==> src/hw/rtl/hrt_pkg.sv <==
// Shared types, constants and helpers for the hotspot region table.
package hrt_pkg;

	localparam int MaxEntries = 16;
	localparam int IdxW       = $clog2(MaxEntries);
	localparam int CntW       = $clog2(MaxEntries + 1);

	localparam logic [1:0] OP_ADD    = 2'd0;
	localparam logic [1:0] OP_QUERY  = 2'd1;
	localparam logic [1:0] OP_EXPIRE = 2'd2;

	localparam logic [2:0] ST_MERGED   = 3'd0;
	localparam logic [2:0] ST_APPENDED = 3'd1;
	localparam logic [2:0] ST_REPLACED = 3'd2;
	localparam logic [2:0] ST_DROPPED  = 3'd3;
	localparam logic [2:0] ST_QENTRY   = 3'd4;
	localparam logic [2:0] ST_DONE     = 3'd5;

	typedef struct packed {
		logic [1:0]         opcode;
		logic signed [23:0] box_center_x;
		logic signed [23:0] box_center_y;
		logic [22:0]        box_half_width;
		logic [22:0]        box_half_height;
		logic [15:0]        box_intensity;
		logic [31:0]        frame;
	} in_word_t;

	typedef struct packed {
		logic [2:0]         status;
		logic               hit;
		logic signed [23:0] out_center_x;
		logic signed [23:0] out_center_y;
		logic [22:0]        out_half_width;
		logic [22:0]        out_half_height;
		logic [15:0]        out_intensity;
		logic [31:0]        out_frame;
		logic [4:0]         entry_total;
		logic               last;
	} out_word_t;

	// One stored entry
	typedef struct packed {
		logic signed [23:0] cx;
		logic signed [23:0] cy;
		logic [22:0]        hw;
		logic [22:0]        hh;
		logic [15:0]        str;
		logic [31:0]        tag;
	} entry_t;

	// Controller to datapath commands
	typedef struct packed {
		logic            load;      // capture input word
		logic            clr_scan;  // scan index to zero, reset min search
		logic            step;      // advance scan index
		logic            wr_merge;  // write merged entry at scan index
		logic            wr_new;    // write input box at write index
		logic            wr_sel_app; // write index = count (else min index)
		logic            cnt_inc;
		logic            cmp_copy;  // expire: keep entry, copy to keep index
		logic            cnt_set_keep;
		logic            emit;
		logic [2:0]      status;
		logic            hit;
		logic            pend_load; // hold query hit at scan index
		logic            pend_emit; // result word carries the held query hit
		logic            last;
	} cmd_t;

	// Datapath to controller status
	typedef struct packed {
		logic [1:0] opcode;
		logic       scan_end;   // scan index reached count
		logic       overlap;    // entry at scan index overlaps input box
		logic       tag_eq;
		logic       expired;
		logic       room;       // count below limit
		logic       beats_min;  // count > 0 and input intensity above minimum
		logic       any_hit;    // a query hit is being held
	} stat_t;

	// Bounding interval along one axis, center and half with saturation
	function automatic logic [46:0] merge_axis(logic signed [23:0] c1, logic [22:0] h1,
			logic signed [23:0] c2, logic [22:0] h2);
		logic signed [25:0] l1, r1, l2, r2, lo, hi;
		logic signed [26:0] s, d, nc;
		logic [23:0] cc;
		logic [22:0] nh;
		l1 = 26'(c1) - 26'($signed({1'b0, h1}));
		r1 = 26'(c1) + 26'($signed({1'b0, h1}));
		l2 = 26'(c2) - 26'($signed({1'b0, h2}));
		r2 = 26'(c2) + 26'($signed({1'b0, h2}));
		lo = (l1 < l2) ? l1 : l2;
		hi = (r1 > r2) ? r1 : r2;
		s  = 27'(lo) + 27'(hi);
		d  = 27'(hi) - 27'(lo);
		nc = s >>> 1;
		if (nc > 27'sd8388607)       cc = 24'h7FFFFF;
		else if (nc < -27'sd8388608) cc = 24'h800000;
		else                          cc = nc[23:0];
		d  = d >>> 1;
		nh = (d > 27'sd8388607) ? 23'h7FFFFF : d[22:0];
		return {cc, nh};
	endfunction

	// Strict overlap along one axis
	function automatic logic axis_overlap(logic signed [23:0] c1, logic [22:0] h1,
			logic signed [23:0] c2, logic [22:0] h2);
		logic signed [24:0] df;
		logic [24:0] ad;
		df = 25'(c1) - 25'(c2);
		ad = df[24] ? 25'(-df) : df;
		return ad < (25'(h1) + 25'(h2));
	endfunction

endpackage

==> src/hw/rtl/hrt_datapath.sv <==
// Datapath of the hotspot region table: entry store, scan index, compare and merge.
module hrt_datapath (
	input  logic               clk,
	input  logic               arst_n,
	input  logic               cfg_we,
	input  logic [4:0]         cfg_wdata,
	input  hrt_pkg::in_word_t  in_word,
	input  hrt_pkg::cmd_t      cmd,
	output hrt_pkg::stat_t     stat,
	output hrt_pkg::out_word_t res_word,
	output logic               res_strobe
);

	hrt_pkg::entry_t ent_q [hrt_pkg::MaxEntries];
	hrt_pkg::in_word_t in_q;
	logic [4:0] limit_q;
	logic [hrt_pkg::CntW-1:0] count_q, keep_q, scan_q;
	logic [hrt_pkg::IdxW-1:0] min_idx_q, scan_idx, wr_idx;
	logic [15:0] min_str_q;
	logic        any_hit_q;
	hrt_pkg::entry_t cur, wr_ent, pend_q;
	logic [46:0] mx, my;
	logic [hrt_pkg::CntW-1:0] lim_eff;
	logic [32:0] tag_p1;

	assign scan_idx = scan_q[hrt_pkg::IdxW-1:0];
	assign cur      = ent_q[scan_idx];

	// Effective limit clamped to 1..MaxEntries
	always_comb begin
		if (limit_q == 5'd0)
			lim_eff = hrt_pkg::CntW'(1);
		else if (32'(limit_q) > hrt_pkg::MaxEntries)
			lim_eff = hrt_pkg::CntW'(hrt_pkg::MaxEntries);
		else
			lim_eff = hrt_pkg::CntW'(limit_q);
	end

	// Compare and merge against the entry at the scan index
	assign mx = hrt_pkg::merge_axis(cur.cx, cur.hw, in_q.box_center_x, in_q.box_half_width);
	assign my = hrt_pkg::merge_axis(cur.cy, cur.hh, in_q.box_center_y, in_q.box_half_height);
	assign tag_p1 = 33'(cur.tag) + 33'd1;

	always_comb begin
		stat.opcode    = in_q.opcode;
		stat.scan_end  = (scan_q >= count_q);
		stat.overlap   = hrt_pkg::axis_overlap(cur.cx, cur.hw, in_q.box_center_x,
				in_q.box_half_width) && hrt_pkg::axis_overlap(cur.cy, cur.hh,
				in_q.box_center_y, in_q.box_half_height);
		stat.tag_eq    = (cur.tag == in_q.frame);
		stat.expired   = (33'(in_q.frame) > tag_p1);
		stat.room      = (count_q < lim_eff);
		stat.beats_min = (count_q != '0) && (in_q.box_intensity > min_str_q);
		stat.any_hit   = any_hit_q;
	end

	assign wr_idx = cmd.wr_sel_app ? count_q[hrt_pkg::IdxW-1:0] : min_idx_q;

	always_comb begin
		wr_ent.cx  = in_q.box_center_x;
		wr_ent.cy  = in_q.box_center_y;
		wr_ent.hw  = in_q.box_half_width;
		wr_ent.hh  = in_q.box_half_height;
		wr_ent.str = in_q.box_intensity;
		wr_ent.tag = in_q.frame;
	end

	// Entry store
	always_ff @(posedge clk) begin
		if (cmd.wr_merge) begin
			ent_q[scan_idx].cx  <= mx[46:23];
			ent_q[scan_idx].hw  <= mx[22:0];
			ent_q[scan_idx].cy  <= my[46:23];
			ent_q[scan_idx].hh  <= my[22:0];
			if (in_q.box_intensity > cur.str)
				ent_q[scan_idx].str <= in_q.box_intensity;
		end else if (cmd.wr_new) begin
			ent_q[wr_idx] <= wr_ent;
		end else if (cmd.cmp_copy) begin
			ent_q[keep_q[hrt_pkg::IdxW-1:0]] <= cur;
		end
	end

	always_ff @(posedge clk) begin
		if (cmd.load)
			in_q <= in_word;
	end

	// Held query hit, sent once the next hit or the end of the scan is known
	always_ff @(posedge clk) begin
		if (cmd.pend_load)
			pend_q <= cur;
	end

	// Scan, minimum search and count
	always_ff @(posedge clk or negedge arst_n) begin
		if (!arst_n) begin
			limit_q   <= 5'd16;
			count_q   <= '0;
			keep_q    <= '0;
			scan_q    <= '0;
			min_idx_q <= '0;
			min_str_q <= '0;
			any_hit_q <= 1'b0;
		end else begin
			if (cfg_we)
				limit_q <= cfg_wdata;
			if (cmd.clr_scan) begin
				scan_q    <= '0;
				keep_q    <= '0;
				min_idx_q <= '0;
				min_str_q <= 16'hFFFF;
				any_hit_q <= 1'b0;
			end else if (cmd.step) begin
				scan_q <= scan_q + 1'b1;
				if (scan_q == '0 || cur.str < min_str_q) begin
					min_idx_q <= scan_idx;
					min_str_q <= cur.str;
				end
				if (cmd.cmp_copy)
					keep_q <= keep_q + 1'b1;
				if (cmd.pend_load)
					any_hit_q <= 1'b1;
			end
			if (cmd.cnt_inc)
				count_q <= count_q + 1'b1;
			else if (cmd.cnt_set_keep)
				count_q <= keep_q;
		end
	end

	hrt_pkg::out_word_t res_q;
	logic res_v_q;
	logic [hrt_pkg::CntW-1:0] tot;

	// Count after this operation
	always_comb begin
		if (cmd.cnt_inc)
			tot = count_q + 1'b1;
		else if (cmd.cnt_set_keep)
			tot = keep_q;
		else
			tot = count_q;
	end

	// Result word register
	always_ff @(posedge clk or negedge arst_n) begin
		if (!arst_n)
			res_v_q <= 1'b0;
		else
			res_v_q <= cmd.emit;
	end

	always_ff @(posedge clk) begin
		if (cmd.emit) begin
			res_q.status      <= cmd.status;
			res_q.hit         <= cmd.hit;
			res_q.entry_total <= 5'(tot);
			res_q.last        <= cmd.last;
			if (cmd.hit && cmd.wr_merge) begin
				res_q.out_center_x    <= mx[46:23];
				res_q.out_half_width  <= mx[22:0];
				res_q.out_center_y    <= my[46:23];
				res_q.out_half_height <= my[22:0];
				res_q.out_intensity   <= (in_q.box_intensity > cur.str) ?
						in_q.box_intensity : cur.str;
				res_q.out_frame       <= cur.tag;
			end else if (cmd.hit && cmd.wr_new) begin
				res_q.out_center_x    <= wr_ent.cx;
				res_q.out_center_y    <= wr_ent.cy;
				res_q.out_half_width  <= wr_ent.hw;
				res_q.out_half_height <= wr_ent.hh;
				res_q.out_intensity   <= wr_ent.str;
				res_q.out_frame       <= wr_ent.tag;
			end else if (cmd.pend_emit) begin
				res_q.out_center_x    <= pend_q.cx;
				res_q.out_center_y    <= pend_q.cy;
				res_q.out_half_width  <= pend_q.hw;
				res_q.out_half_height <= pend_q.hh;
				res_q.out_intensity   <= pend_q.str;
				res_q.out_frame       <= pend_q.tag;
			end else begin
				res_q.out_center_x    <= '0;
				res_q.out_center_y    <= '0;
				res_q.out_half_width  <= '0;
				res_q.out_half_height <= '0;
				res_q.out_intensity   <= '0;
				res_q.out_frame       <= '0;
			end
		end
	end

	assign res_word   = res_q;
	assign res_strobe = res_v_q;

`ifndef SYNTHESIS
	a_count_max: assert property (@(posedge clk) disable iff (!arst_n)
		count_q <= hrt_pkg::CntW'(hrt_pkg::MaxEntries))
		else $error("entry count above table size");
	a_keep_le_scan: assert property (@(posedge clk) disable iff (!arst_n)
		keep_q <= scan_q || cmd.clr_scan)
		else $error("compaction index ahead of scan");
	a_grow_room: assert property (@(posedge clk) disable iff (!arst_n)
		cmd.cnt_inc |-> count_q < lim_eff)
		else $error("append beyond limit");
`endif

endmodule

==> src/hw/rtl/hrt_ctrl.sv <==
// Controller state machine of the hotspot region table.
module hrt_ctrl (
	input  logic          clk,
	input  logic          arst_n,
	input  logic          start,
	output logic          busy,
	input  hrt_pkg::stat_t stat,
	output hrt_pkg::cmd_t  cmd
);

	localparam logic [1:0] S_IDLE = 2'd0;
	localparam logic [1:0] S_SCAN = 2'd1;
	localparam logic [1:0] S_FIN  = 2'd2;

	logic [1:0] state_q, state_d;

	assign busy = (state_q != S_IDLE);

	always_comb begin
		cmd     = '0;
		state_d = state_q;
		unique case (state_q)
			S_IDLE: begin
				if (start) begin
					cmd.load     = 1'b1;
					cmd.clr_scan = 1'b1;
					state_d      = S_SCAN;
				end
			end
			// One entry per cycle
			S_SCAN: begin
				if (stat.scan_end) begin
					state_d = S_FIN;
				end else begin
					cmd.step = 1'b1;
					unique case (stat.opcode)
						hrt_pkg::OP_ADD: begin
							if (stat.tag_eq && stat.overlap) begin
								cmd.wr_merge = 1'b1;
								cmd.emit     = 1'b1;
								cmd.status   = hrt_pkg::ST_MERGED;
								cmd.hit      = 1'b1;
								cmd.last     = 1'b1;
								cmd.step     = 1'b0;
								state_d      = S_IDLE;
							end
						end
						hrt_pkg::OP_QUERY: begin
							// hold this hit; the one held before it goes out now
							if (stat.overlap) begin
								cmd.pend_load = 1'b1;
								if (stat.any_hit) begin
									cmd.emit      = 1'b1;
									cmd.pend_emit = 1'b1;
									cmd.status    = hrt_pkg::ST_QENTRY;
									cmd.hit       = 1'b1;
								end
							end
						end
						hrt_pkg::OP_EXPIRE: begin
							cmd.cmp_copy = !stat.expired;
						end
						default: ;
					endcase
				end
			end
			S_FIN: begin
				cmd.emit   = 1'b1;
				cmd.last   = 1'b1;
				cmd.status = hrt_pkg::ST_DONE;
				state_d    = S_IDLE;
				unique case (stat.opcode)
					hrt_pkg::OP_ADD: begin
						if (stat.room) begin
							cmd.wr_new      = 1'b1;
							cmd.wr_sel_app  = 1'b1;
							cmd.cnt_inc     = 1'b1;
							cmd.status      = hrt_pkg::ST_APPENDED;
							cmd.hit         = 1'b1;
						end else if (stat.beats_min) begin
							cmd.wr_new  = 1'b1;
							cmd.status  = hrt_pkg::ST_REPLACED;
							cmd.hit     = 1'b1;
						end else begin
							cmd.status  = hrt_pkg::ST_DROPPED;
						end
					end
					hrt_pkg::OP_QUERY: begin
						// final held hit carries the last flag, else a plain done
						if (stat.any_hit) begin
							cmd.pend_emit = 1'b1;
							cmd.status    = hrt_pkg::ST_QENTRY;
							cmd.hit       = 1'b1;
						end
					end
					hrt_pkg::OP_EXPIRE: cmd.cnt_set_keep = 1'b1;
					default: ;
				endcase
			end
			default: state_d = S_IDLE;
		endcase
	end

	always_ff @(posedge clk or negedge arst_n) begin
		if (!arst_n)
			state_q <= S_IDLE;
		else
			state_q <= state_d;
	end

`ifndef SYNTHESIS
	a_load_idle: assert property (@(posedge clk) disable iff (!arst_n)
		cmd.load |-> state_q == S_IDLE)
		else $error("load outside idle");
	a_one_write: assert property (@(posedge clk) disable iff (!arst_n)
		$countones({cmd.wr_merge, cmd.wr_new, cmd.cmp_copy}) <= 1)
		else $error("two store writes in one cycle");
	a_fin_idle: assert property (@(posedge clk) disable iff (!arst_n)
		state_q == S_FIN |=> state_q == S_IDLE)
		else $error("finish did not return to idle");
`endif

endmodule

==> src/hw/rtl/hotspot_region_table_unit.sv <==
// Hotspot region table: ordered box table with add/merge, query and expire.
// While busy, each word scans the held entries (at most 16), one entry per cycle
// through the shared compare/merge datapath; a merging add ends early.
// The next word is taken only once busy is low; results are registered and come in
// the cycle after they are decided, the final one as busy falls; receiver cannot stall.
// Reset clears the count and sets the limit to 16; no clearing pass.
module hotspot_region_table_unit (
	input  logic               clk,
	input  logic               arst_n,
	input  logic               start,
	output logic               busy,
	input  hrt_pkg::in_word_t  in_word,
	input  logic               cfg_we,
	input  logic [4:0]         cfg_wdata,
	output logic               result_strobe,
	output hrt_pkg::out_word_t result
);

	hrt_pkg::cmd_t  cmd;
	hrt_pkg::stat_t stat;

	hrt_ctrl u_ctrl (
		.clk    (clk),
		.arst_n (arst_n),
		.start  (start),
		.busy   (busy),
		.stat   (stat),
		.cmd    (cmd)
	);

	hrt_datapath u_dp (
		.clk        (clk),
		.arst_n     (arst_n),
		.cfg_we     (cfg_we),
		.cfg_wdata  (cfg_wdata),
		.in_word    (in_word),
		.cmd        (cmd),
		.stat       (stat),
		.res_word   (result),
		.res_strobe (result_strobe)
	);

endmodule

==> config.mk <==
export PLATFORM = sky130hd
export DESIGN_NAME = hotspot_region_table_unit
export DESIGN_NICKNAME = d
export VERILOG_FILES = /design/src/hw/rtl/hrt_pkg.sv /design/src/hw/rtl/hrt_datapath.sv /design/src/hw/rtl/hrt_ctrl.sv /design/src/hw/rtl/hotspot_region_table_unit.sv
export SDC_FILE = /design/constraint.sdc
export NUM_CORES = 2
export LEC_CHECK = 0
export BUFFER_PORTS_ARGS = -buffer_cell sky130_fd_sc_hd__buf_2
export CAP_MARGIN = 20
export CORE_ASPECT_RATIO = 1.25
export CORE_UTILIZATION = 28
export CTS_CLUSTER_SIZE = 25
export DETAILED_ROUTE_END_ITERATION = 8
export GPL_TIMING_DRIVEN = 0
export SLEW_MARGIN = 15
export SYNTH_ARGS = -nofsm -noshare
export SYNTH_HDL_FRONTEND = slang
export SYNTH_SLANG_ARGS = --single-unit
export TNS_END_PERCENT = 5
==> constraint.sdc <==
create_clock -name clk -period 19.41 [get_ports clk]
set_input_delay 3.882 -clock clk [delete_from_list [all_inputs] [get_ports clk]]
set_output_delay 3.882 -clock clk [all_outputs]
set_load 0.02 [all_outputs]
* Yosys cells after proc, flatten, opt, wreduce, memory -nomap -nowiden *
Memories as Yosys holds them, arrays and structs flattened.
Cells that the tools add are included.

word-level totals
  register bits after elaboration = 482
  word-level logic and storage cells = 196
  memory bits (writable) = 2,272
  output and inout bits = 154
  bits of input ports = 153
  memories kept = 1
  ROM bits = 0
  bits in latches = 0

cells by class
  equality and inequality tests = 8
  bitwise operators = 0
  $mul = 0
  shift operators = 0
  magnitude comparators = 19
  add/subtract/negate cells = 22
  multiplexer cells = 91
  div/mod/pow operators = 0
  reductions and logical operators = 23

memories
  name        words  width  read ports  clocked after memory_dff  wr ports  RTL line            RTL
  u_dp.ent_q  16     142    1           0                         1         hrt_datapath.sv:14  hrt_pkg::entry_t ent_q [hrt_pkg::MaxEntries];

operators by type and width
  operator                                                                        number
  142-bit two-way mux                                                             5
  142-bit OR reduction                                                            2
  24-bit by 24-bit subtractor with 25-bit output                                  6
  26-bit by 24-bit > comparator with 1-bit output, second input constant          4
  26-bit two-way mux                                                              4
  24-bit by 24-bit adder with 25-bit output                                       4
  24-bit two-way mux                                                              4
  16-bit two-way mux                                                              4
  5-bit two-way mux                                                               11
  26-bit by 26-bit adder with 27-bit output                                       2
  26-bit by 26-bit subtractor with 27-bit output                                  2
  26-bit > comparator                                                             2
  26-bit by 24-bit less-than comparator with 1-bit output, second input constant  2
  26-bit less-than comparator                                                     2
  25-bit less-than comparator                                                     2
  25-bit two-way mux                                                              2
  25-bit negation                                                                 2
  23-bit by 23-bit adder with 24-bit output                                       2
  23-bit two-way mux                                                              2
  32-bit by 1-bit adder with 33-bit output, second input constant                 1
  32-bit by 33-bit > comparator with 1-bit output                                 1
  32-bit == test                                                                  1
  16-bit > comparator                                                             2
  1-bit two-way mux                                                               28
  other kinds (27)                                                                66

* Logic depth before layout (Yosys ltp) *
An unclocked memory read counts as a cell.

  word-level depth = 16
  gate-level depth with buffers = 66
  depth with buffers taken out = 51

* By module *
Synthesis repeated with hierarchy kept, for this count alone.

unflattened totals
  cells, all modules = 8,773
  area total of the unflattened synthesis = 132,874.9 um^2

by module, submodules not included
  module        instances  area each (um^2)  cells each
  hrt_datapath  1          132,464.5         8,723
  hrt_ctrl      1          410.4             50

* Worst setup path after synthesis *
OpenSTA, ideal clock, no wires.

  path kind = reg-to-reg
  start = register u_dp.scan_q[0] (netlist name)
  end = memory u_dp.ent_q[5][100] (netlist name) (enable)
  cell stages (with the launch flop) = 49
  buffers on the path = 14
  arrival time = 16.727 ns
  path slack = 2.020 ns
  path through = dfrtp_1 buf_6 buf_8 buf_8 buf_8 buf_4 buf_8 buf_6 buf_2 clkbuf_1 buf_1 buf_1 mux4_2 nand2_1 nand2_1 o21ai_0 inv_1 fa_1 [... 13 more ...] ha_1 a21o_1 a21o_1 a21o_1 a21o_1 a21o_1 a21oi_1 nor2b_1 o21ai_0 o311a_1 o211a_1 o41ai_4 o31ai_4 buf_6 a311oi_2 nand2b_1 buf_2 nor3_1

RTL lines
  item                      RTL line             RTL
  start: declaration        hrt_datapath.sv:17   logic [hrt_pkg::CntW-1:0] count_q, keep_q, scan_q;
  start signal: assignment  hrt_datapath.sv:115  scan_q <= scan_q + 1'b1;
  end: declaration          hrt_datapath.sv:14

==> flow_metrics.env <==
export IMPL_cts_max_level=5
export IMPL_hold_class="reg2reg"
export IMPL_required_ns=20.12
export IMPL_synth_seq_cells=2754
export IMPL_grt_setup_unrepaired="no"
export IMPL_syn_avg_cell_area_um2=15.1
export IMPL_numCtsBuffers=284
export IMPL_rows=282
export IMPL_seq_area_frac_synth=0.623
export IMPL_fin_skew_ns=0.0712
export IMPL_nNetsFinal=10500
export IMPL_clockRootBuffer="clkbuf_16"
export IMPL_max_cap_viol_count=0
export IMPL_grt_max_degree=51
export IMPL_hold_violations=0
export IMPL_fmax_mhz=52.9
export IMPL_chipHeight_um=771
export IMPL_cp_max_fo=19
export IMPL_fp_dieW_um=617
export IMPL_synth_edff_count=2710
export IMPL_grt_pass1_vias=83400
export IMPL_final_max_slew_viol_count=0
export IMPL_status="finished with violations"
export IMPL_clock_sinks=2754
export IMPL_grt_usage=0.193
export IMPL_fin_hold_ws_ns=0.529
export IMPL_end_kind="flop"
export IMPL_initial_core_util=0.281
export IMPL_route_vias_total=84800
export IMPL_layout_common_cells="edfxtp_1, mux4_2, ha_1"
export IMPL_wl_um=473000
export IMPL_avgRoutedWirePerCell_um=29.1
export IMPL_clock_path_buffers=4
export IMPL_yosys_warnings=0
export IMPL_critPathBufInv=16
export IMPL_min_from="u_dp.min_idx_q[2]"
export IMPL_drc_errors=2
export IMPL_relSlewSlack=0.102
export IMPL_num_io_pins=307
export IMPL_tightest_slew_ns=1.34
export IMPL_overflow=0
export IMPL_async_flop_share=0.0160
export IMPL_violations="DRC"
export IMPL_finalCritPeriodShare=0.974
export IMPL_vias_per_cell=5.22
export IMPL_hold_path_depth=2
export IMPL_period_needed_ns=18.91
export IMPL_setup_violations=0
export IMPL_r2r_cells=63
export IMPL_layout_commonest_cell="edfxtp_1"
export IMPL_rr_startpoint="u_dp.scan_q[1]"
export IMPL_startpoint_type="flop"
export IMPL_nFillCells=45800
export IMPL_cts_tree="done"
export IMPL_cp_slowest_cell="dfrtp_1"
export IMPL_critPathMaxStageDelay_ns=0.79
export IMPL_holdPathEnd="u_dp.min_idx_q[2]"
export IMPL_synth_cells=8752
export IMPL_clk_pin_slew_ns=0.06
export IMPL_design_core_area_mm2=0.471
export IMPL_drt_initial_drc_count=9204
export IMPL_cts_setup_buffers=0
export IMPL_crit_type="reg2reg"
export IMPL_drive_above_1_share=0.215
export IMPL_grt_pass1_wl_um=648000
export IMPL_mappedNetlistNets=9536
export IMPL_syn_area_mm2=0.132
export IMPL_drtAntennaViolNets=0
export IMPL_crit_arrival_ns=19.62
export IMPL_clk_latency_ns=1.02
export IMPL_cp_common_cell="a21oi_1"
export IMPL_rrSetupSlack_ns=0.50
export IMPL_first_pass_iters=9
export IMPL_dp_hpwl_um=363000
export IMPL_crit_family="compound AO/OA/AOI/OAI gates"
export IMPL_ys_types=93
export IMPL_area_growth_pct=17.9
export IMPL_gp_congestion=0.956
export IMPL_io_buffers=306
export IMPL_ys_dominant_reg_cell="edfxtp_1"
export IMPL_die_area_mm2=0.476
export IMPL_timing_rr_end="u_dp.ent_q[15][102]"
export IMPL_antenna_found_initial=45
## per-layer routing
metal  global-route usage  share of wire  vias to the layer above
li1                     -              -                    36300
met1                0.227           0.37                    43500
met2                0.330           0.49                     4030
met3               0.0352          0.075                      998
met4                0.114          0.067                       24
met5                    0        0.00036                        -
## worst min-delay path, stage by stage, from the launching register on
cell	delay, ns
dfrtp_1	0.35
mux2i_1	0.07
nor2_1	0.07
## worst max-delay path by stage
stage	startpoint	to	cells past startpoint
2_1_floorplan	u_dp.scan_q[0]	u_dp.ent_q[5][100]	48
3_3_place_gp	u_dp.scan_q[1]	u_dp.ent_q[5][99]	44
4_1_cts	u_dp.scan_q[0]	u_dp.ent_q[2][81]	62
6_report	u_dp.scan_q[1]	u_dp.ent_q[15][102]	63
3_5_place_dp	u_dp.scan_q[1]	u_dp.ent_q[7][75]	58
5_1_grt	u_dp.scan_q[1]	u_dp.ent_q[14][109]	63
## cell type report
| class | count | area, um^2 | area share |
|---|---|---|---|
| Inverter | 521 | 1960 | 0.0125 |
| Clock inverter | 171 | 1630 | 0.0104 |
| Timing Repair Buffer | 711 | 6090 | 0.0390 |
| Antenna cell | 27 | 67.6 | 0.000433 |
| Tap cell | 6248 | 7820 | 0.0501 |
| Clock buffer | 327 | 7400 | 0.0474 |
| Multi-Input combinational cell | 5056 | 46800 | 0.300 |
| Buffer | 419 | 1930 | 0.0124 |
| Sequential cell | 2754 | 82500 | 0.528 |
## kinds of logic (layout without fill, tap and decap cells)
kind of cell,after synthesis,count (layout),synth area share
flops,2754,2754,0.623
compound gates,1674,1674,0.0816
simple gates,1568,1568,0.0556
buf+inv,942,2149,0.0285
mux,754,754,0.123
fa+ha+maj,631,631,0.0605
xor+xnor,429,429,0.0285
other cells,0,27,0
## cells in the mapped netlist (all sizes together), types with 71 or more instances
library cell / n / share of area
a221oi: 130 / 0.0087
mux4: 682 / 0.12
o21ai: 325 / 0.012
edfxtp: 2710 / 0.61
nand2b: 77 / 0.0037
nand3: 106 / 0.0040
nor3: 162 / 0.0062
o21a: 71 / 0.0040
inv: 519 / 0.015
nor2: 432 / 0.012
nand2: 451 / 0.013
xnor2: 344 / 0.023
buf: 133 / 0.0056
o21bai: 87 / 0.0049
a21oi: 525 / 0.020
ha: 615 / 0.058
clkbuf: 288 / 0.0082
a21o: 138 / 0.0078
xor2: 85 / 0.0056
## repair_timing
item / in CTS / in global routing
setup endpoints to repair: 1563 / 1266
hold buffers: 0 / 0
gates resized for setup: 49 / 19
pin swaps: 0 / 0
## registers in the layout, indices dropped and copies added (netlist names)
name             flops
u_dp.scan_q          5
u_dp.min_idx_q       4
u_dp.res_word      152
u_dp.stat            2
u_dp.any_hit_q       1
u_dp.pend_q        142
u_dp.res_strobe      1
u_dp.min_str_q      16
u_dp.ent_q        2272
u_dp.count_q         5
u_ctrl.state_q       2
u_dp.keep_q          5
u_dp.limit_q         5
u_dp.in_q          142
## per-stage QoR
| step | setup slack (ns) | cell area (um^2) | cells | setup TNS (ns) | util |
|---|---|---|---|---|---|
| finish | 0.498 | 156000 | 16200 | 0 | 0.331 |
| global route | 0.0501 | 156000 | 16200 | 0 | 0.331 |
| CTS | 0.0837 | 156000 | 16200 | 0 | 0.331 |
| detailed placement | -2.16 | 147000 | 15700 | -1985.77 | 0.312 |
| global placement | -14.44 | 142000 | 15300 | - | 0.301 |
| floorplan | 2.02 | 132000 | 8752 | 0 | - |
Power is left out: the tool's default activity adds up to more than one toggle a clock period on the data nets, which glitch-free logic cannot reach.
